[config.mk]
export PLATFORM = sky130hd
export DESIGN_NAME = rift_queue
export DESIGN_NICKNAME = d
export VERILOG_FILES = /design/src/hdl/rift_pkg.sv /design/src/hdl/rift_queue.sv
export SDC_FILE = /design/constraint.sdc
export NUM_CORES = 1
export LEC_CHECK = 0
export ABC_AREA = 1
export BUFFER_PORTS_ARGS = -buffer_cell sky130_fd_sc_hd__buf_2
export CORE_UTILIZATION = 52
export CTS_CLUSTER_DIAMETER = 60
export DETAILED_ROUTE_END_ITERATION = 8
export MAX_ROUTING_LAYER = met4
export PLACE_DENSITY = 0.77
export SYNTH_ARGS = -nofsm -noshare
export SYNTH_HDL_FRONTEND = slang
export SYNTH_SLANG_ARGS = --single-unit
[constraint.sdc]
create_clock -name aclk -period 5.56 [get_ports aclk]
set_input_delay 1.112 -clock aclk [delete_from_list [all_inputs] [get_ports aclk]]
set_output_delay 1.112 -clock aclk [all_outputs]
set_load 0.03 [all_outputs]
[src/hdl/rift_pkg.sv]
// ----------------------------------------------------------------------------
// rift_pkg: shared types and constants of the run interval filter table
// Widths, operation codes, the request format passed from the front end to
// the table engine, and the table status group.
// ----------------------------------------------------------------------------
package rift_pkg;

    localparam int TABLE_DEPTH  = 256;
    localparam int ADDR_W       = $clog2(TABLE_DEPTH);
    localparam int COUNT_W      = $clog2(TABLE_DEPTH + 1);
    localparam int VAL_W        = 31;
    localparam int CHAR_W       = 8;
    localparam int OP_W         = 2;
    localparam int COUNT_OUT_W  = 9;
    localparam int QUEUE_DEPTH  = 4;
    localparam int QPTR_W       = $clog2(QUEUE_DEPTH);
    localparam int QFILL_W      = $clog2(QUEUE_DEPTH + 1);
    localparam int CFG_IDX_W    = 1;

    localparam logic [VAL_W-1:0]  THRESHOLD_RESET = 31'd100000;
    localparam logic [VAL_W-1:0]  VAL_MAX         = {VAL_W{1'b1}};
    localparam logic [CHAR_W-1:0] CHAR_ZERO       = 8'h30;
    localparam logic [CHAR_W-1:0] CHAR_NINE       = 8'h39;

    localparam logic [CFG_IDX_W-1:0] CFG_USE_FILTER    = 1'b0;
    localparam logic [CFG_IDX_W-1:0] CFG_RUN_THRESHOLD = 1'b1;

    typedef enum logic [OP_W-1:0] {
        OP_LOAD  = 2'd0,
        OP_FLUSH = 2'd1,
        OP_QUERY = 2'd2
    } op_t;

    typedef enum logic {
        CMD_STORE = 1'b0,
        CMD_QUERY = 1'b1
    } cmd_kind_t;

    // For a query, run and low carry the asked run and section.
    typedef struct packed {
        cmd_kind_t        kind;
        logic [VAL_W-1:0] run;
        logic [VAL_W-1:0] low;
        logic [VAL_W-1:0] high;
    } cmd_t;

    typedef struct packed {
        logic               overflow;
        logic [COUNT_W-1:0] count;
    } tbl_stat_t;

    typedef enum logic {
        BK_IDLE = 1'b0,
        BK_SCAN = 1'b1
    } back_state_t;

endpackage

[src/hdl/rift_queue.sv]
// ----------------------------------------------------------------------------
// rift_queue: request queue between front end and table engine
// A small first-in first-out buffer of requests so that parsing and table
// scans stall independently.
// ----------------------------------------------------------------------------
module rift_queue (
    input  logic           aclk,
    input  logic           aresetn,
    input  logic           push,
    input  rift_pkg::cmd_t push_cmd,
    output logic           full,
    input  logic           pop,
    output rift_pkg::cmd_t head_cmd,
    output logic           empty
);

    rift_pkg::cmd_t slot_reg [rift_pkg::QUEUE_DEPTH];

    logic [rift_pkg::QPTR_W-1:0]  wr_ptr_reg, wr_ptr_next;
    logic [rift_pkg::QPTR_W-1:0]  rd_ptr_reg, rd_ptr_next;
    logic [rift_pkg::QFILL_W-1:0] fill_reg, fill_next;
    logic                         do_push, do_pop;

    assign full     = (fill_reg == rift_pkg::QFILL_W'(rift_pkg::QUEUE_DEPTH));
    assign empty    = (fill_reg == '0);
    assign head_cmd = slot_reg[rd_ptr_reg];
    assign do_push  = push && !full;
    assign do_pop   = pop && !empty;

    always_comb begin
        wr_ptr_next = do_push ? wr_ptr_reg + 1'b1 : wr_ptr_reg;
        rd_ptr_next = do_pop  ? rd_ptr_reg + 1'b1 : rd_ptr_reg;
        fill_next   = fill_reg;
        if (do_push && !do_pop) begin
            fill_next = fill_reg + 1'b1;
        end else if (do_pop && !do_push) begin
            fill_next = fill_reg - 1'b1;
        end
    end

    always_ff @(posedge aclk) begin
        if (do_push) begin
            slot_reg[wr_ptr_reg] <= push_cmd;
        end
    end

    always_ff @(posedge aclk) begin
        if (!aresetn) begin
            wr_ptr_reg <= '0;
            rd_ptr_reg <= '0;
            fill_reg   <= '0;
        end else begin
            wr_ptr_reg <= wr_ptr_next;
            rd_ptr_reg <= rd_ptr_next;
            fill_reg   <= fill_next;
        end
    end

endmodule

==> run metrics <==
status completed; setup violators final 0; Core Footprint between 0.02 and 0.03 mm^2; Synth Area in XOR/XNOR less than 1%; CTS clk-pin slew, worst paths about 60 ps; Int Pwr about 0.0055 W; die area between 0.02 and 0.03 mm^2; vias in the first global route about 8.4k; Clk pwr share around 29%; first-pass GRT wire length 44600 um; CTS tree done; fin crit share roughly three quarters; Finished Layout Cells about 1.5k; VDD IR max between 0.2 and 0.3 mV; pre-CTS setup slack roughly 1800 ps; share of the synthesized area in the top cell type around 78%; final hold vios 0; max FFs per register 376; DP Cell Count 1464; sequential power share 43.2%; TritonCTS buffer count 40; ANT nets after route 0; share of post-route cells with drive strength above 1 22.0%; largest net degree at the start of global routing ~100; area leader, netlist edfxtp_1; Worst setup SP type register; Post-CTS Setup Bufs 0; syn_nets ~1.1k; GPL Wtd Cong between 0.7 and 0.8; Post-Synth Adder-Cell Area less than 1%; Final Critical Period between 4000 and 5000 ps; synth unique cells 21; WL final 29100 um; cell mode on critical path buf_4; crit-path max FO 96; die height 168 um; main area contributors after synthesis edfxtp_1 (78%), o21ai_0 (5.3%), nor2_1 (5.3%); Port Buffers 193; PwrDens around 500 mW/mm^2; # IOs 194; unrepaired setup endpoints after global routing false; Crit Path Category register to primary output; Layout Skew between 9 and 10 ps; Pwr Total 0.00835 W; worst-margin pin slew approximately 1000 ps; Max Freq around 230 MHz; fin. max-slew vios 0; switching share of total power 33.6%; Clock Latency Late Sink approximately 520 ps; crit path max-delay cell type buf_4; Final nets 1269; Crit path largest cell delay ~850 ps; H-tree levels 2; synthesized instance count 979; CTS root buffer clkbuf_16; dpl hpwl between 15000 and 20000 um; Max-slew headroom approximately a third; Worst EP arrival 3160 ps; #FFs+latches synth 385; post-CTS sizing 0; NetSw ~0.0028 W; vias per inst about 5.6; Seq/Total Area, Yosys between 70% and 80%; final hold slack roughly 500 ps; YS warnings 0; GRT Overall Usage a little over a fifth; multiplexer area fraction after synthesis 0%; number of max-cap violations 0; Detailed Routing Iterations Pass 1 5; initial drt markers approximately 730; Hold Crit Class register to register; Critical Path, Cell by Cell buf_4 -> buf_4 -> o21ai_0 -> o22ai_1 -> buf_2; gr ovfl total 0; initial antenna violation count 6; Worst EP required about 4500 ps; clk sinks ~390; Mean Syn Cell Area ~15 um^2; Area Growth Syn to Fin 16.7%; endpoint class of the critical path primary output; # fillers between 2k and 2.5k; row cnt 60; leak pwr 5.88 nW; DRC 0; Starting Density between 50% and 60%; Hold Buf Count CTS 0; Synth Cell Area approximately 0.014 mm^2; combinational share of power between 20% and 30%; Vias 8640; largest family of logic cells by synthesized area compound AO/OA/AOI/OAI gates; Compound-Gate Fraction of Synth Area 10.8%; die width around 170 um; Clock Path Buffers 3; drt wl/cell about 19 um; area share of and/or/nand/nor cells after synthesis just under 6%; PnR worst setup slack between 1000 and 1500 ps
power groups by stage:
| stage | clock network, W | registers, W | logic, W |
|---|---|---|---|
| 2_1_floorplan | 0 | 0.00368 | 0.00167 |
| 3_3_place_gp | 0 | 0.00365 | 0.00229 |
| 3_5_place_dp | 0 | 0.00366 | 0.00232 |
| 4_1_cts | 0.00247 | 0.00360 | 0.00233 |
| 5_1_grt | 0.00258 | 0.00363 | 0.00250 |
| 6_report | 0.00243 | 0.00360 | 0.00231 |
cell families after synthesis:
group                    count (synthesis)
XOR/XNOR                                 1
buffers and inverters                   79
AO/OA/AOI/OAI                          286
AND/OR/NAND/NOR                        222
adder cells (fa/ha/maj)                  6
flip-flops                             385
metrics by stage:
| stage | area, um^2 | util (%) | setup TNS [ps] |
|---|---|---|---|
| 3_5_place_dp | 15600 | 57.7 | 0 |
| 3_3_place_gp | 15600 | 57.7 | 0 |
| 6_report | 16800 | 62.1 | 0 |
| 4_1_cts | 16800 | 62.1 | 0 |
| 2_1_floorplan | 14400 | - | -46950 |
| 5_1_grt | 16800 | 62.1 | 0 |
worst max-delay path, delay by kind of cell (launching register included):
kind | cells | cell delay, ps
flip-flops | 1 | 360
AO/OA/AOI/OAI | 2 | 470
buffers and inverters | 3 | 1730
cell usage after synthesis, drive strengths merged:
cell	count
nand2	15
ha	5
nand3	4
buf	22
xor2	1
a21oi	3
nand3b	1
dfxtp	9
o22ai	94
nor2	202
clkbuf	39
o21ai	189
fa	1
edfxtp	376
inv	18
cell usage in the layout (no fill, tap or decap):
cell type   instances
dfxtp_4             2
clkinv_2            4
buf_4               9
nand3_1             4
nand3b_1            1
nor2_1            198
inv_1              16
clkinvlp_4          1
clkinv_1            4
clkbuf_16          41
clkinv_4            1
ha_1                5
nor2_4              4
nand2_1            15
clkbuf_1           13
xor2_1              1
o21ai_0           152
o22ai_1            94
buf_12              3
buf_2             193
fa_1                1
edfxtp_1          376
bufinv_16           2
dfxtp_1             7
inv_6               1
o21ai_1            37
diode_2             9
a21oi_1             3
inv_2               1
final timing paths:
path / from / endpoint / slack [ps] / cells past startpoint
worst min register to register: rd_ptr_reg[1] / register / 500 / 2
worst max-delay path: register / head_cmd[15] / 1290 / 5
worst min-delay path: rd_ptr_reg[1] / register / 500 / 2
worst max register to register: fill_reg[0] / slot_reg[2][25] / 2980 / 5
cell type report:
cell class	instances	area, um^2	area share, %
timing repair buffer	205	1090	6.51
multi-input combinational	515	2510	15.0
inverter	18	72.6	0.432
clock inverter	12	111	0.663
antenna	9	22.5	0.134
tap	341	427	2.54
sequential	385	11500	68.4
clock buffer	54	1070	6.40
per-layer routing:
layer	track usage, %	routed length [um]	vias to the layer above	part of all wire (%)
li1	-	-	4067	-
met1	26.9	12100	4181	42
met2	33.1	13800	337	48
met3	6.28	2560	55	8.8
met4	7.00	623	0	2.1
met5	-	0	-	0
Note: power is estimated with default switching activity, not from simulation.
