[config.mk]
export PLATFORM = sky130hd
export DESIGN_NAME = rift_front
export DESIGN_NICKNAME = d
export VERILOG_FILES = /design/src/hdl/rift_pkg.sv /design/src/hdl/rift_front.sv
export SDC_FILE = /design/constraint.sdc
export NUM_CORES = 1
export LEC_CHECK = 0
export ABC_AREA = 1
export BUFFER_PORTS_ARGS = -buffer_cell sky130_fd_sc_hd__buf_2
export CORE_MARGIN = 5
export CORE_UTILIZATION = 35
export CTS_BUF_LIST = sky130_fd_sc_hd__clkbuf_4 sky130_fd_sc_hd__clkbuf_8
export CTS_CLUSTER_DIAMETER = 50
export DETAILED_ROUTE_END_ITERATION = 8
export SYNTH_ARGS = -nofsm -noshare
export SYNTH_HDL_FRONTEND = slang
export SYNTH_SLANG_ARGS = --single-unit
[constraint.sdc]
create_clock -name aclk -period 8.5 [get_ports aclk]
set_clock_uncertainty 0.15 [all_clocks]
set_input_delay 0.85 -clock aclk [delete_from_list [all_inputs] [get_ports aclk]]
set_output_delay 0.85 -clock aclk [all_outputs]
set_load 0.005 [all_outputs]
[src/hdl/rift_pkg.sv]
// ----------------------------------------------------------------------------
// rift_pkg: shared types and constants of the run interval filter table
// Widths, operation codes, the request format passed from the front end to
// the table engine, and the table status group.
// ----------------------------------------------------------------------------
package rift_pkg;

    localparam int TABLE_DEPTH  = 256;
    localparam int ADDR_W       = $clog2(TABLE_DEPTH);
    localparam int COUNT_W      = $clog2(TABLE_DEPTH + 1);
    localparam int VAL_W        = 31;
    localparam int CHAR_W       = 8;
    localparam int OP_W         = 2;
    localparam int COUNT_OUT_W  = 9;
    localparam int QUEUE_DEPTH  = 4;
    localparam int QPTR_W       = $clog2(QUEUE_DEPTH);
    localparam int QFILL_W      = $clog2(QUEUE_DEPTH + 1);
    localparam int CFG_IDX_W    = 1;

    localparam logic [VAL_W-1:0]  THRESHOLD_RESET = 31'd100000;
    localparam logic [VAL_W-1:0]  VAL_MAX         = {VAL_W{1'b1}};
    localparam logic [CHAR_W-1:0] CHAR_ZERO       = 8'h30;
    localparam logic [CHAR_W-1:0] CHAR_NINE       = 8'h39;

    localparam logic [CFG_IDX_W-1:0] CFG_USE_FILTER    = 1'b0;
    localparam logic [CFG_IDX_W-1:0] CFG_RUN_THRESHOLD = 1'b1;

    typedef enum logic [OP_W-1:0] {
        OP_LOAD  = 2'd0,
        OP_FLUSH = 2'd1,
        OP_QUERY = 2'd2
    } op_t;

    typedef enum logic {
        CMD_STORE = 1'b0,
        CMD_QUERY = 1'b1
    } cmd_kind_t;

    // For a query, run and low carry the asked run and section.
    typedef struct packed {
        cmd_kind_t        kind;
        logic [VAL_W-1:0] run;
        logic [VAL_W-1:0] low;
        logic [VAL_W-1:0] high;
    } cmd_t;

    typedef struct packed {
        logic               overflow;
        logic [COUNT_W-1:0] count;
    } tbl_stat_t;

    typedef enum logic {
        BK_IDLE = 1'b0,
        BK_SCAN = 1'b1
    } back_state_t;

endpackage

[src/hdl/rift_front.sv]
// ----------------------------------------------------------------------------
// rift_front: list parser and request classifier
// Accumulates decimal numbers from load characters, tracks the current run
// and pending range start, and queues store and query requests.
// ----------------------------------------------------------------------------
module rift_front (
    input  logic                          aclk,
    input  logic                          aresetn,
    input  logic                          in_valid,
    output logic                          in_ready,
    input  logic [rift_pkg::OP_W-1:0]     operation,
    input  logic [rift_pkg::CHAR_W-1:0]   char_byte,
    input  logic [rift_pkg::VAL_W-1:0]    query_run,
    input  logic [rift_pkg::VAL_W-1:0]    query_section,
    input  logic [rift_pkg::VAL_W-1:0]    run_threshold,
    input  logic                          q_full,
    output logic                          q_push,
    output rift_pkg::cmd_t                q_cmd
);

    localparam int PROD_W = rift_pkg::VAL_W + 4;

    logic [rift_pkg::VAL_W-1:0] accum_reg, accum_next;
    logic                       in_number_reg, in_number_next;
    logic [rift_pkg::VAL_W-1:0] current_run_reg, current_run_next;
    logic [rift_pkg::VAL_W-1:0] range_start_reg, range_start_next;
    logic                       have_start_reg, have_start_next;

    logic              accept;
    logic              is_digit;
    logic [3:0]        digit;
    logic [PROD_W-1:0] prod;
    logic              finish;
    logic              store;
    logic              query;

    assign in_ready = !q_full;
    assign accept   = in_valid && in_ready;
    assign is_digit = (char_byte >= rift_pkg::CHAR_ZERO) && (char_byte <= rift_pkg::CHAR_NINE);
    assign digit    = 4'(char_byte - rift_pkg::CHAR_ZERO);
    // accum * 10 + digit as two shifts and adds.
    assign prod     = (PROD_W'(accum_reg) << 3) + (PROD_W'(accum_reg) << 1) + PROD_W'(digit);

    always_comb begin
        finish = 1'b0;
        query  = 1'b0;
        unique case (operation)
            rift_pkg::OP_LOAD:  finish = accept && !is_digit && in_number_reg;
            rift_pkg::OP_FLUSH: finish = accept && in_number_reg;
            rift_pkg::OP_QUERY: query  = accept;
            default: ;
        endcase
    end

    assign store = finish && (accum_reg <= run_threshold) && have_start_reg;

    always_comb begin
        accum_next       = accum_reg;
        in_number_next   = in_number_reg;
        current_run_next = current_run_reg;
        range_start_next = range_start_reg;
        have_start_next  = have_start_reg;
        if (accept && (operation == rift_pkg::OP_LOAD) && is_digit) begin
            accum_next     = (prod > PROD_W'(rift_pkg::VAL_MAX)) ? rift_pkg::VAL_MAX
                                                              : prod[rift_pkg::VAL_W-1:0];
            in_number_next = 1'b1;
        end
        if (finish) begin
            accum_next     = '0;
            in_number_next = 1'b0;
            if (accum_reg > run_threshold) begin
                current_run_next = accum_reg;
            end else if (!have_start_reg) begin
                range_start_next = accum_reg;
                have_start_next  = 1'b1;
            end else begin
                have_start_next  = 1'b0;
            end
        end
    end

    always_comb begin
        q_push = query || store;
        if (query) begin
            q_cmd = '{kind: rift_pkg::CMD_QUERY, run: query_run, low: query_section,
                      high: '0};
        end else begin
            q_cmd = '{kind: rift_pkg::CMD_STORE, run: current_run_reg, low: range_start_reg,
                      high: accum_reg};
        end
    end

    always_ff @(posedge aclk) begin
        if (!aresetn) begin
            accum_reg       <= '0;
            in_number_reg   <= 1'b0;
            current_run_reg <= '0;
            range_start_reg <= '0;
            have_start_reg  <= 1'b0;
        end else begin
            accum_reg       <= accum_next;
            in_number_reg   <= in_number_next;
            current_run_reg <= current_run_next;
            range_start_reg <= range_start_next;
            have_start_reg  <= have_start_next;
        end
    end

endmodule

==> results.ini, run 1 <==
[status]
status = finished clean

[critical_path]
rr_endpoint = range_start_reg[11]
critPathMaxFanout = 33
worstPathArrival_ns = 3.72
critical_path_buf_inv_count = 4
worstSetupStartpointType = input port
cp_slowest_stage_delay_ns = 0.66
cp-endpoint = q_push
required_ns = 7.50
cp.depth = 11
cp_common_cell = nand2_1
endpoint_kind = output port
path_cells = buf_2, inv_1, ha_1, inv_1, nor4_1, a21oi_1, nand2_1, nand2_1, nand2_1, o21bai_1, buf_2
rr_startpoint = accum_reg[30]
ff2ff_path_depth = 10
worst-setup-path-type = in -> out
rrSetupSlack_ns = 4.54
path_delay_family = simple AND/OR/NAND/NOR gates
critPathLaunch = run_threshold[27]
cp_slowest_cell = nor4_1

[power]
p_clk_share_pct = 39.1
ir_drop_uv = 64.6
power_switching_uw = 227
finalPower_uw = 861
p_leak_nw = 6.42
switching_share_pct = 26.4
comb_power_share_pct = 9.1
p_seq_share_pct = 51.8
intPower_uw = 634
p_per_area_nw_per_um2 = 83.6

[floorplanning]
die_w_um = 170
initial_utilization_pct = 35.5
core_region_area_um2 = 25100
die_area_um2 = 28800
die_h_um = 170
rows = 58
io_pins = 203

[global_route]
grt_first_pass_wirelength_um = 45700
grt_start_max_net_pins = 114
grt.overflow.total = 0
gr-usage-all-layers_pct = 19.7
antenna_found_initial = 0
grt_pass1_vias = 8647

[logic_synthesis]
ys_warn_count = 0
yosysTopAreaCell = dfxtp_1
synth_common_cells = nand2_1, inv_1, nor2_1
yosys.area.top_type_share_pct = 21.3
ys_top_cells_by_area = dfxtp_1, nand2_1, inv_1
syn_nets = 1746
synth-seq-cells = 95
synthArstFlopShare_pct = 0
synthFlopType = dfxtp_1
syn_area_um2 = 8920
yosysSeqAreaShare_pct = 21.3
avgSynthCellArea_um2 = 5.77
synth_cell_types = 37
syn_inst = 1545
synth_edf_count = 0
yosysMostFrequentCell = nand2_1

[clock_tree]
cts_tree = done
clock_path_buffers = 2
clk_root_buffer_cell = clkbuf_8
ctsHoldBuffers = 0
clock-sinks = 95
clk_pin_slew_worst_paths_ns = 0.09
clkLatencyLatePin_ns = 0.39
post_cts_resized = 0
postCtsSetupBuffers = 0
numCtsBuffers = 9
cts_htree_levels = 3

[cells_and_area]
fill_cells = 2813
final_core_util_pct = 41.0
multi_input_area_um2 = 5490
drive_above_1_share_pct = 15.5
design_area_um2 = 10300
syn2layout_area_growth_pct = 15.4
diodes = 0
fin_nets = 1908
regArea_um2 = 1900
finalNonFillerCells = 2042

[min_path]
min-delay-start = have_start_reg
holdCritPathClass = reg -> reg

[routing]
wl_um = 29100
drt-initial-drc-count = 575
vias = 9408
vias_per_cell = 4.61
ant_nets = 0
wire_per_inst_um = 14.2
drc = 0
drt_pass1_iterations = 5

[placement]
hpwl_um = 23300
numPortBuffers = 202
dpl.cell_count = 2026
preCtsSetupSlack_ns = 3.83
place_area_um2 = 10100
place.gp.congestion = 0.902

[sta]
max_freq_ghz = 0.212
fin_crit_sh_pct = 55.6
rsz0062_at_grt = no
period_needed_ns = 4.72
slew_headroom_pct = 27.7
drv_slew = 0
final-hold-violation-count = 0
hold_ws_ns = 0.319
worst_pin_slew_ns = 1.08
fin_setup_tns_ns = 0
setup_viol = 0
layout_setup_ws_ns = 3.78

[job]
drv_cap = 0

-- cell type report --
| type | count | share of cell area (%) |
|---|---|---|
| Sequential cell | 95 | 18.5 |
| Clock inverter | 5 | 0.596 |
| Timing Repair Buffer | 210 | 10.4 |
| Inverter | 322 | 11.7 |
| Multi-Input combinational cell | 1069 | 53.3 |
| Clock buffer | 11 | 1.47 |
| Tap cell | 330 | 4.01 |
-- worst min-delay path by stage --
stage | endpoint | slack (ns) | cells past startpoint
floorplan | have_start_reg | 0.29 | 2
global placement | have_start_reg | 0.31 | 2
detailed placement | have_start_reg | 0.31 | 2
CTS | have_start_reg | 0.32 | 2
global route | have_start_reg | 0.35 | 2
finish | have_start_reg | 0.32 | 2
-- power groups by stage --
stage	clock (mW)	combinational [mW]	sequential (mW)
floorplan	0	0.0393	0.456
global placement	0	0.0782	0.456
detailed placement	0	0.0787	0.456
CTS	0.342	0.0791	0.446
global route	0.362	0.0889	0.446
finish	0.336	0.0786	0.446
-- routing by layer --
layer	GRT usage (%)	part of all wire, %	vias to the layer above	wire (µm)
met1	28.2	48	4119	13900
met2	31.8	45	245	12900
met3	1.82	5.9	34	1720
met5	0	0	-	0
met4	5.50	1.9	0	539
li1	-	-	5010	-
-- placed cells by master, fill, tap and decap left out, types with 2 or more instances in the layout --
cell / n
xor2_1: 13
buf_4: 8
o21ai_0: 66
nor2_2: 3
inv_6: 2
clkbuf_8: 11
a21o_1: 2
nand3_2: 8
dfxtp_1: 95
o21bai_1: 4
ha_1: 92
inv_1: 320
a21oi_1: 65
nor3_1: 5
nor2_1: 199
nand2_2: 12
nand2_1: 481
fa_1: 2
buf_2: 202
a21oi_2: 11
nand4_1: 34
o21a_1: 2
nor4_4: 2
nand3_1: 56
or2_2: 2
nor4_1: 3
-- kinds of logic after synthesis --
logic type,count (synthesis),share of synthesized area [%]
flops,95,21.3
fa+ha+maj,94,13.4
buf+inv,381,17.2
xor+xnor,14,1.38
simple gates,809,37.5
compound gates,152,9.25
-- worst min-delay path: cells and delay by family (launching register included) --
kind / cells / cell delay [ns]
and+or+nand+nor: 1 / 0.06
AOI/OAI and AO/OA: 1 / 0.05
DFF: 1 / 0.32
No activity file was read; power rests on OpenSTA's default activity.
==> inputs of run 2 (changes only) <==
==> constraint.sdc (replaced) <==
create_clock -name aclk -period 4.7 [get_ports aclk]
set_clock_uncertainty 0.15 [all_clocks]
set_input_delay 0.47 -clock aclk [delete_from_list [all_inputs] [get_ports aclk]]
set_output_delay 0.47 -clock aclk [all_outputs]
set_load 0.005 [all_outputs]
==> run 2 against run 1 <==
Net effect: routed wire length is 2.2% lower; setup slack worse by 2.6 ns; first-iteration DRC count is 7.3% lower; sequential power is 81% higher; critical path type is now reg -> out; critical endpoint unchanged; largest power group unchanged.
==> results.ini, run 2 (synthesized netlist as in run 1, its figures left out) <==
[routing]
drt-initial-drc-count = 533
drc = 0
drt_pass1_iterations = 5
ant_nets = 0
wl_um = 28400
vias_per_cell = 4.59
vias = 9393
wire_per_inst_um = 13.9

[floorplanning]
die_area_um2 = 28800
die_h_um = 170
io_pins = 203
die_w_um = 170
initial_utilization_pct = 35.5
rows = 58
core_region_area_um2 = 25100

[cells_and_area]
syn2layout_area_growth_pct = 15.4
final_core_util_pct = 41.0
layout_common_cells = nand2_1, inv_1, buf_2
fin_nets = 1909
final_common_cell = nand2_1
design_area_um2 = 10300
drive_above_1_share_pct = 15.5

[global_route]
grt.overflow.total = 0
grt_pass1_vias = 8643
grt_start_max_net_pins = 158
grt_first_pass_wirelength_um = 45100
antenna_found_initial = 2
gr-usage-all-layers_pct = 19.3

[sta]
fin_setup_tns_ns = 0
hold_ws_ns = 0.254
worst_pin_slew_ns = 1.05
rsz0062_at_grt = no
drv_slew = 0
final-hold-violation-count = 0
fin_crit_sh_pct = 75.3
setup_viol = 0
period_needed_ns = 3.54
slew_headroom_pct = 30.3
max_freq_ghz = 0.283

[critical_path]
cp.depth = 11
cp_slowest_cell = dfxtp_1
worstSetupStartpointType = flip-flop
cp_slowest_stage_delay_ns = 0.63
path_delay_family = flip-flops
worst-setup-path-type = reg -> out
critical_path_buf_inv_count = 2
path_cells = ha_1, a21oi_1, o21a_1, nand2_1, a21oi_1, nand2_1, nand2_1, buf_4, nand2_1, o21bai_1, buf_2
ff2ff_path_depth = 19
required_ns = 4.08
worstPathArrival_ns = 2.92
cp_common_cell = nand2_1
critPathMaxFanout = 26
endpoint_kind = output port

[clock_tree]
ctsHoldBuffers = 0
postCtsSetupBuffers = 0
numCtsBuffers = 9
clkLatencyLatePin_ns = 0.38
clk_pin_slew_worst_paths_ns = 0.11
cts_htree_levels = 3
post_cts_resized = 0
clock_path_buffers = 2
cts_tree = done
clk_root_buffer_cell = clkbuf_8
clock-sinks = 95

[power]
p_per_area_nw_per_um2 = 145
p_leak_nw = 6.41
ir_drop_uv = 128

[placement]
place_area_um2 = 10100
hpwl_um = 22900
place.gp.congestion = 0.917
numPortBuffers = 202

[status]
status = finished clean

[job]
drv_cap = 0

[min_path]
holdCritPathClass = in -> reg
holdPathStages = 5

run 2: changes by cell type in the layout (fill, tap and decap cells not counted), sizes merged:
cell,change
diode,+2
bufinv,-1
inv,+2
buf,+1
clkinv,-1
clkbuf,-1
clkinvlp,+1
run 2: worst min-delay path: stages:
cell     delay [ns]
buf_2          0.08
nor2_1         0.05
nand3_2        0.07
nand2_1        0.05
inv_1          0.04
run 2: power by group:
part           internal (mW)  switching [mW]  total (mW)
Combinational         0.0624          0.0817       0.144
Clock                  0.216           0.325       0.541
Sequential             0.805         0.00153       0.807
Total                   1.08           0.409        1.49
run 2: final cells by class:
cell class	instances	area, µm²
Antenna cell	2	5.00
Clock buffer	10	138
Clock inverter	6	50.0
Fill cell	2798	14800
Inverter	322	1210
Multi-Input combinational cell	1069	5490
Sequential cell	95	1900
Tap cell	330	413
Timing Repair Buffer	211	1090
run 2: worst paths after layout:
| path | start | endpoint | slack, ns |
|---|---|---|---|
| min reg2reg | have_start_reg | have_start_reg | 0.32 |
| max | accum_reg[30] | q_push | 1.16 |
| max reg2reg | accum_reg[2] | accum_reg[18] | 1.22 |
| min | char_byte[0] | accum_reg[0] | 0.25 |
run 2: through the flow:
step / cells / power, mW / setup slack [ns]
6_report: 2045 / 1.49 / 1.16
5_1_grt: 2045 / 1.57 / 0.887
4_1_cts: 2043 / 1.50 / 1.11
3_5_place_dp: 2027 / 0.970 / 1.11
3_3_place_gp: 2027 / 0.968 / 1.17
2_1_floorplan: 1545 / 0.896 / 1.87
run 2: metal layers:
metal / share of wire (%) / vias to the layer above / GRT usage (%)
met1: 48 / 4118 / 27.8
met2: 45 / 242 / 31.1
met4: 1.7 / 0 / 5.29
met5: 0 / - / 0
li1: - / 5006 / -
met3: 5.1 / 27 / 1.68
==> inputs of run 3 (changes only) <==
==> constraint.sdc (replaced) <==
create_clock -name aclk -period 3.2 [get_ports aclk]
set_clock_uncertainty 0.15 [all_clocks]
set_input_delay 0.32 -clock aclk [delete_from_list [all_inputs] [get_ports aclk]]
set_output_delay 0.32 -clock aclk [all_outputs]
set_load 0.005 [all_outputs]
==> run 3 against run 2 <==
Net effect: register-to-register slack worse by 1.0 ns; critical path depth is 3 lower; core utilization is 0.94 points higher; critical path type unchanged; critical endpoint unchanged; highest routed layer unchanged.
==> results.ini, run 3 (synthesized netlist as in run 1, its figures left out) <==
[sta]
setup_viol = 0
fin_crit_sh_pct = 95.1
max_freq_ghz = 0.329
period_needed_ns = 3.04
slew_headroom_pct = 53.8
rsz0062_at_grt = no
drv_slew = 0
final-hold-violation-count = 0
fin_setup_tns_ns = 0
worst_pin_slew_ns = 0.693
hold_ws_ns = 0.0592

[clock_tree]
ctsHoldBuffers = 0
clk_pin_slew_worst_paths_ns = 0.10
cts_tree = done
clock-sinks = 95
clk_root_buffer_cell = clkbuf_8
cts_htree_levels = 3
numCtsBuffers = 9
clkLatencyLatePin_ns = 0.40
clock_path_buffers = 2

[critical_path]
worstSetupStartpointType = flip-flop
critPathMaxFanout = 5
required_ns = 2.73
cp_slowest_cell = nor4_1
worstPathArrival_ns = 2.57
rrSetupSlack_ns = 0.22
rr_endpoint = accum_reg[22]
path_cells = ha_1, nand2_1, nor4_1, nand3_1, nand2_1, nand2_1, o21bai_1, buf_2
cp_common_cell = nand2_1
worst-setup-path-type = reg -> out
path_delay_family = simple AND/OR/NAND/NOR gates
ff2ff_path_depth = 17
cp_slowest_stage_delay_ns = 0.58
critical_path_buf_inv_count = 1
rr_startpoint = accum_reg[0]
endpoint_kind = output port

[cells_and_area]
syn2layout_area_growth_pct = 18.1
fill_cells = 2842
design_area_um2 = 10500
fin_nets = 1925
final_common_cell = nand2_1
drive_above_1_share_pct = 16.6
layout_common_cells = nand2_1, inv_1, buf_2

[global_route]
grt_start_max_net_pins = 93
antenna_found_initial = 1
grt_pass1_vias = 8858
grt.overflow.total = 0
gr-usage-all-layers_pct = 19.7
grt_first_pass_wirelength_um = 45800

[placement]
numPortBuffers = 202
hpwl_um = 23800
place_area_um2 = 10300
place.gp.congestion = 0.927

[routing]
drt-initial-drc-count = 615
vias = 9471
wl_um = 29500
drc = 0
vias_per_cell = 4.60
drt_pass1_iterations = 5
wire_per_inst_um = 14.3
ant_nets = 0

[status]
status = finished clean

[floorplanning]
io_pins = 203
die_h_um = 170
rows = 58
initial_utilization_pct = 35.5
core_region_area_um2 = 25100
die_w_um = 170
die_area_um2 = 28800

[power]
p_leak_nw = 6.55
ir_drop_uv = 247
finalPower_mw = 2.29
p_per_area_nw_per_um2 = 217

[min_path]
min_to = have_start_reg
holdCritPathClass = in -> reg
min-delay-start = aresetn
holdPathStages = 3

[job]
drv_cap = 0

run 3: changes by cell type in the layout (fill, tap and decap cells not counted), sizes merged:
cell	previous run	this run
buf	211	226
bufinv	0	1
clkbuf	10	11
clkinv	2	1
clkinvlp	1	2
diode	2	1
inv	325	324
run 3: power by group:
| group | switching (mW) | leakage (nW) | internal (mW) |
|---|---|---|---|
| clock network | 0.488 | 0.103 | 0.397 |
| registers | 0.00204 | 0.766 | 1.18 |
| logic | 0.123 | 5.68 | 0.0958 |
run 3: final cells by class:
type / instances / area (µm²) / area share (%)
antenna: 1 / 2.50 / 0.0238
clock buffer: 10 / 138 / 1.31
clock inverter: 6 / 76.3 / 0.725
inverter: 322 / 1210 / 11.5
multi-input combinational: 1069 / 5500 / 52.2
sequential: 95 / 1900 / 18.1
tap: 330 / 413 / 3.92
timing repair buffer: 227 / 1290 / 12.3
run 3: worst max path at each step:
stage / start / to / slack (ns) / cells after the start
finish: accum_reg[10] / q_push / 0.16 / 8
global route: accum_reg[0] / accum_reg[28] / 0.002 / 17
CTS: accum_reg[2] / accum_reg[19] / 0.12 / 17
detailed placement: accum_reg[2] / accum_reg[19] / 0.18 / 17
global placement: char_byte[3] / accum_reg[25] / 0.26 / 20
floorplan: accum_reg[0] / accum_reg[2] / 0.48 / 19
run 3: tightest hold or removal path: stages:
cell     delay (ns)
buf_2          0.11
inv_1          0.08
a21oi_1        0.04
run 3: timing repair:
item | in CTS | in global routing
gates resized for setup | 0 | 6
buffers inserted | 0 | 0
setup endpoints to repair | 0 | 31
run 3: per-layer routing:
layer  vias up  GRT usage (%)  share of wire [%]
li1       5044              -                  -
met1      4167           27.5                 49
met2       222           32.3                 44
met3        38           1.89                4.7
met4         0           5.95                2.4
met5         -              0                  0
run 3: metrics by stage:
stage / utilization [%] / setup WS, ns / instances
after detailed placement: 40.9 / 0.183 / 2042
after floorplan: - / 0.477 / 1545
final: 41.9 / 0.156 / 2060
after global placement: 40.9 / 0.261 / 2042
after CTS: 41.8 / 0.125 / 2058
after global routing: 41.9 / 0.00227 / 2060
